==> src/sv/efp_pkg.sv <==
// ----------------------------------------------------------------------------
// efp_pkg
// Shared types, constants and codes for the fisher penalty engine.
// ----------------------------------------------------------------------------
package efp_pkg;

  localparam int DIMS  = 16;
  localparam int DIM_W = (DIMS > 1) ? $clog2(DIMS) : 1;
  localparam int CNT_W = $clog2(DIMS + 1);

  localparam int OP_W      = 3;
  localparam int IDX_IN_W  = 4;
  localparam int VAL_W     = 32;
  localparam int FIS_W     = 56;
  localparam int SUM_W     = 64;
  localparam int PEN_W     = 63;
  localparam int CNT_OUT_W = 5;
  localparam int LAM_W     = 32;
  localparam int CFG_IDX_W = 2;
  localparam int CFG_DAT_W = 56;

  localparam int MUL_A_W = 64;
  localparam int MUL_B_W = 96;
  localparam int ACC_W   = 128;

  localparam logic [OP_W-1:0] OP_START = 3'd0;
  localparam logic [OP_W-1:0] OP_LOAD  = 3'd1;
  localparam logic [OP_W-1:0] OP_ACCUM = 3'd2;
  localparam logic [OP_W-1:0] OP_TERM  = 3'd3;
  localparam logic [OP_W-1:0] OP_COUNT = 3'd4;

  localparam logic [CFG_IDX_W-1:0] CFG_LAMBDA = 2'd0;
  localparam logic [CFG_IDX_W-1:0] CFG_THRESH = 2'd1;

  localparam logic [LAM_W-1:0] LAMBDA_RST = 32'd65536;
  localparam logic [FIS_W-1:0] THRESH_RST = 56'd65536;
  localparam logic [FIS_W-1:0] ONE_Q16    = 56'd65536;
  // 1e12 in q40.16
  localparam logic [FIS_W-1:0] FISHER_CLAMP = 56'd65536000000000000;

  typedef enum logic [3:0] {
    ST_IDLE,
    ST_READ,
    ST_GG,
    ST_DD,
    ST_FT,
    ST_LSGO,
    ST_LS,
    ST_WALK,
    ST_FIN
  } efp_state_t;

  typedef enum logic [1:0] {
    MS_GG,
    MS_DD,
    MS_FT,
    MS_LS
  } efp_msel_t;

  typedef struct packed {
    logic      ld_item;
    logic      rd_walk;
    logic      cap_rd;
    logic      clear;
    logic      anchor_wr;
    logic      mul_start;
    efp_msel_t mul_sel;
    logic      fisher_acc;
    logic      term_add;
    logic      finish;
    logic      sum_zero;
    logic      walk_start;
    logic      walk_en;
    logic      load_out;
  } efp_cmd_t;

  typedef struct packed {
    logic [OP_W-1:0] op;
    logic            init;
    logic            in_range;
    logic            last;
    logic            mul_done;
    logic            walk_done;
  } efp_sts_t;

endpackage

==> src/sv/efp_ctrl.sv <==
// ----------------------------------------------------------------------------
// efp_ctrl
// Controller: sequences each item through read, multiply steps, count walk
// and the output register handshake.
// ----------------------------------------------------------------------------
module efp_ctrl (
  input  logic              clk,
  input  logic              rst,
  input  logic              in_valid,
  output logic              in_stall,
  output logic              out_valid,
  input  logic              out_stall,
  input  efp_pkg::efp_sts_t sts,
  output efp_pkg::efp_cmd_t cmd
);

  efp_pkg::efp_state_t state;
  efp_pkg::efp_state_t state_next;

  always_ff @(posedge clk) begin
    if (rst) begin
      state     <= efp_pkg::ST_IDLE;
      out_valid <= 1'b0;
    end else begin
      state <= state_next;
      if (cmd.load_out) begin
        out_valid <= 1'b1;
      end else if (!out_stall) begin
        out_valid <= 1'b0;
      end
    end
  end

  always_comb begin
    cmd        = '0;
    state_next = state;
    in_stall   = (state != efp_pkg::ST_IDLE);
    unique case (state)
      efp_pkg::ST_IDLE: begin
        cmd.ld_item = in_valid;
        if (in_valid) begin
          state_next = efp_pkg::ST_READ;
        end
      end
      efp_pkg::ST_READ: begin
        cmd.cap_rd = 1'b1;
        state_next = efp_pkg::ST_FIN;
        unique case (sts.op)
          efp_pkg::OP_START: begin
            cmd.clear = 1'b1;
          end
          efp_pkg::OP_LOAD: begin
            cmd.anchor_wr = sts.init && sts.in_range;
          end
          efp_pkg::OP_ACCUM: begin
            if (sts.init && sts.in_range) begin
              cmd.mul_start = 1'b1;
              cmd.mul_sel   = efp_pkg::MS_GG;
              state_next    = efp_pkg::ST_GG;
            end
          end
          efp_pkg::OP_TERM: begin
            if (!sts.init) begin
              cmd.sum_zero = sts.last;
            end else if (sts.in_range) begin
              cmd.mul_start = 1'b1;
              cmd.mul_sel   = efp_pkg::MS_DD;
              state_next    = efp_pkg::ST_DD;
            end else if (sts.last) begin
              state_next = efp_pkg::ST_LSGO;
            end
          end
          efp_pkg::OP_COUNT: begin
            cmd.walk_start = 1'b1;
            state_next     = efp_pkg::ST_WALK;
          end
          default: begin
          end
        endcase
      end
      efp_pkg::ST_GG: begin
        if (sts.mul_done) begin
          cmd.fisher_acc = 1'b1;
          state_next     = efp_pkg::ST_FIN;
        end
      end
      efp_pkg::ST_DD: begin
        if (sts.mul_done) begin
          cmd.mul_start = 1'b1;
          cmd.mul_sel   = efp_pkg::MS_FT;
          state_next    = efp_pkg::ST_FT;
        end
      end
      efp_pkg::ST_FT: begin
        if (sts.mul_done) begin
          cmd.term_add = 1'b1;
          state_next   = sts.last ? efp_pkg::ST_LSGO : efp_pkg::ST_FIN;
        end
      end
      efp_pkg::ST_LSGO: begin
        // sum is settled now, scale it by lambda
        cmd.mul_start = 1'b1;
        cmd.mul_sel   = efp_pkg::MS_LS;
        state_next    = efp_pkg::ST_LS;
      end
      efp_pkg::ST_LS: begin
        cmd.mul_sel = efp_pkg::MS_LS;
        if (sts.mul_done) begin
          cmd.finish = 1'b1;
          state_next = efp_pkg::ST_FIN;
        end
      end
      efp_pkg::ST_WALK: begin
        cmd.rd_walk = 1'b1;
        cmd.walk_en = 1'b1;
        if (sts.walk_done) begin
          state_next = efp_pkg::ST_FIN;
        end
      end
      efp_pkg::ST_FIN: begin
        if (!out_valid || !out_stall) begin
          cmd.load_out = 1'b1;
          state_next   = efp_pkg::ST_IDLE;
        end
      end
      default: begin
        state_next = efp_pkg::ST_IDLE;
      end
    endcase
  end

endmodule

==> config.mk <==
export PLATFORM = sky130hd
export DESIGN_NAME = efp_ctrl
export DESIGN_NICKNAME = d
export VERILOG_FILES = /design/src/sv/efp_pkg.sv /design/src/sv/efp_ctrl.sv
export SDC_FILE = /design/constraint.sdc
export NUM_CORES = 1
export LEC_CHECK = 0
export ABC_AREA = 0
export BUFFER_PORTS_ARGS = -buffer_cell sky130_fd_sc_hd__buf_4
export CORE_MARGIN = 1.5
export CORE_UTILIZATION = 44
export DETAILED_ROUTE_END_ITERATION = 10
export GPL_ROUTABILITY_DRIVEN = 0
export PLACE_DENSITY_LB_ADDON = 0.12
export SETUP_SLACK_MARGIN = 0.4
export SYNTH_ARGS = -nofsm -noshare
export SYNTH_HDL_FRONTEND = slang
export SYNTH_SLANG_ARGS = --single-unit
==> constraint.sdc <==
create_clock -name clk -period 2.3 [get_ports clk]
set_clock_uncertainty 0.15 [all_clocks]
set_input_delay 0.46 -clock clk [delete_from_list [all_inputs] [get_ports clk]]
set_output_delay 0.46 -clock clk [all_outputs]
set_load 0.01 [all_outputs]
==> out/qor.yml <==
rr_startpoint: "state[0]"
die_w_microns: 39.7
syn2layout_area_growth_pct: 85.7
synth_top_family_by_area: "simple AND/OR/NAND/NOR gates"
final_common_cell: "buf_4"
port_buffers: 28
final_util: 0.857
cts_tree: "done"
drc: 0
cts_root_buf: "clkbuf_4"
final.setup.worst_slack_ns: 0.147
finalSetupViolCount: 0
first_pass_iters: 4
dieArea_sq_um: 1580
pre_cts_ws_ns: 0.147
period_needed_ns: 2.15
yosysSeqAreaShare: 0.169
slew_headroom: 0.652
synth_compound_gate_area_share: 0.346
rows: 13
worstRegToRegCells: 7
grt_pass1_vias: 693
grtUsageTotal: 0.296
cts-hold-fix-buffers: 0
grt_pass1_wl_microns: 3010
maxCapViolations: 0
antenna_left: 0
wirelength_microns: 2420
clk_path_buf_depth: 2
synth_xor_area_frac: 0
antenna_found_initial: 0
layout-drive-gt1-share: 0.589
final_cells: 144
rrSetupSlack_ns: 0.15
final_nets: 142
ys_types: 37
grt_start_max_net_pins: 18
viasPerCell: 6.05
synthMuxAreaShare: 0
crit_type: "reg2reg"
ir_worst_vdd_v: 0.000600
placed_area_sq_um: 820
synth_simple_gate_area_frac: 0.409
syn_area_per_cell_sq_um: 7.23
r2r_end: "state[1]"
vias: 871
power-per-cell-area_nw_per_um2: 567
synth_warnings: 0
fill_cells: 74
synth_cells: 82
startpoint: "state[0]"
dp_hpwl_microns: 1210
cts_buffers: 3
cp-start-kind: "flip-flop"
power_mw: 0.625
fin_crit_sh: 0.936
finalHoldViolations: 0
diodes: 0
hp-class: "in2reg"
synth_area_sq_um: 593
slew_violations: 0
crit_path_end: "state[1]"
synthAdderAreaFrac: 0
wire_per_inst_microns: 16.8
pin_count: 29
cp-end-kind: "flip-flop"
setup_tns_ns: 0
leakage_nw: 0.481
design_area_sq_um: 1100
coreArea_sq_um: 1280
hold_path_depth: 2
hold_ws_ns: 0.228
rsz0062_at_grt: "yes"
grt-ovfl-total: 0
layout_common_cells: "buf_4 (44), nand2_1 (6), a21oi_1 (6)"
initial_core_util: 0.462
cts.clk_slew.worst_paths_ns: 0.06
critPathMaxFanout: 5
critPathRequiredTime_ns: 2.27
outcome: "finished clean"
syn_nets: 94
ys_ff_latch: 5
first_iter_violations: 31
fp.dieH_microns: 39.7
arrival_ns: 2.12
tightest_slew_ns: 0.517
dp_cells: 122
cts_sinks: 5
fmax_mhz: 464
insertion_delay_ns: 0.28
htreeDepth: 1
-- cells by family after synthesis --
family          count (synthesis)
flops                           5
buf+inv                         9
simple gates                   40
compound gates                 28
-- metal layers --
metal / vias to the layer above / wire [microns] / GRT usage
li1: 403 / - / -
met1: 409 / 940 / 0.318
met2: 44 / 1210 / 0.488
met3: 15 / 163 / 0.0909
met4: 0 / 108 / 0.198
met5: - / 0 / 0
-- sequential cells by signal (all words and copies together), names as in the netlist --
register / count
out_valid: 1
state: 4
-- worst min-delay path by stage --
stage,to,slack (ns),from
after floorplan,out_valid,0.38,rst
after global placement,out_valid,0.38,out_valid
after detailed placement,out_valid,0.40,out_valid
after CTS,state[3],0.24,rst
after global routing,state[3],0.24,rst
final,state[3],0.23,rst
-- synthesized netlist by cell type (all sizes together) --
master,instances,share of area
dfxtp,5,0.17
a21boi,1,0.013
inv,4,0.025
a211oi,2,0.025
a21bo,1,0.017
o41ai,1,0.015
nor4b,1,0.015
nand4,1,0.011
o311a,1,0.017
nor3b,1,0.013
o2111a,1,0.019
or4b,1,0.023
nor3,2,0.017
a211o,1,0.015
nand2,8,0.051
nor4bb,1,0.017
nand3b,2,0.025
a41oi,2,0.030
o21ai,2,0.017
nand2b,4,0.042
o21a,2,0.025
and2,1,0.011
nor2b,2,0.021
clkbuf,3,0.019
a2bb2oi,1,0.025
o211ai,2,0.025
a21oi,9,0.076
and4b,2,0.034
and3,1,0.011
nor4,3,0.032
o21bai,1,0.013
o2bb2ai,1,0.015
or3b,2,0.030
nor2,6,0.038
or2,2,0.021
buf,2,0.032
-- layout make-up --
class	count	area, sq um	share of cell area
multi-input combinational	68	538	0.489
timing repair buffer	48	388	0.352
sequential	5	115	0.105
clock buffer	4	26.3	0.0239
tap	15	18.8	0.0170
inverter	4	15.0	0.0136
-- critical path, stage by stage (launching register included) --
cell	delay, ns
dfxtp_4	0.34
buf_6	0.12
buf_4	0.13
buf_4	0.13
nor4_1	0.45
o21bai_1	0.26
a211o_1	0.34
o41ai_1	0.08
-- where the power goes --
part / leakage (nW) / switching [mW] / internal (mW)
Combinational: 0.422 / 0.175 / 0.209
Clock: 0.0150 / 0.0520 / 0.0666
Sequential: 0.0436 / 0.0215 / 0.100
Total: 0.481 / 0.249 / 0.376
-- what timing repair did --
action                                  4_1_cts  5_1_grt
hold endpoints to repair                      0        0
cloned                                        0        0
endpoints found under the setup margin       13       16
resized for setup                            24        7
pin swaps                                     6        8
setup buffers                                 9        9
No activity file was read; power rests on OpenSTA's default activity.
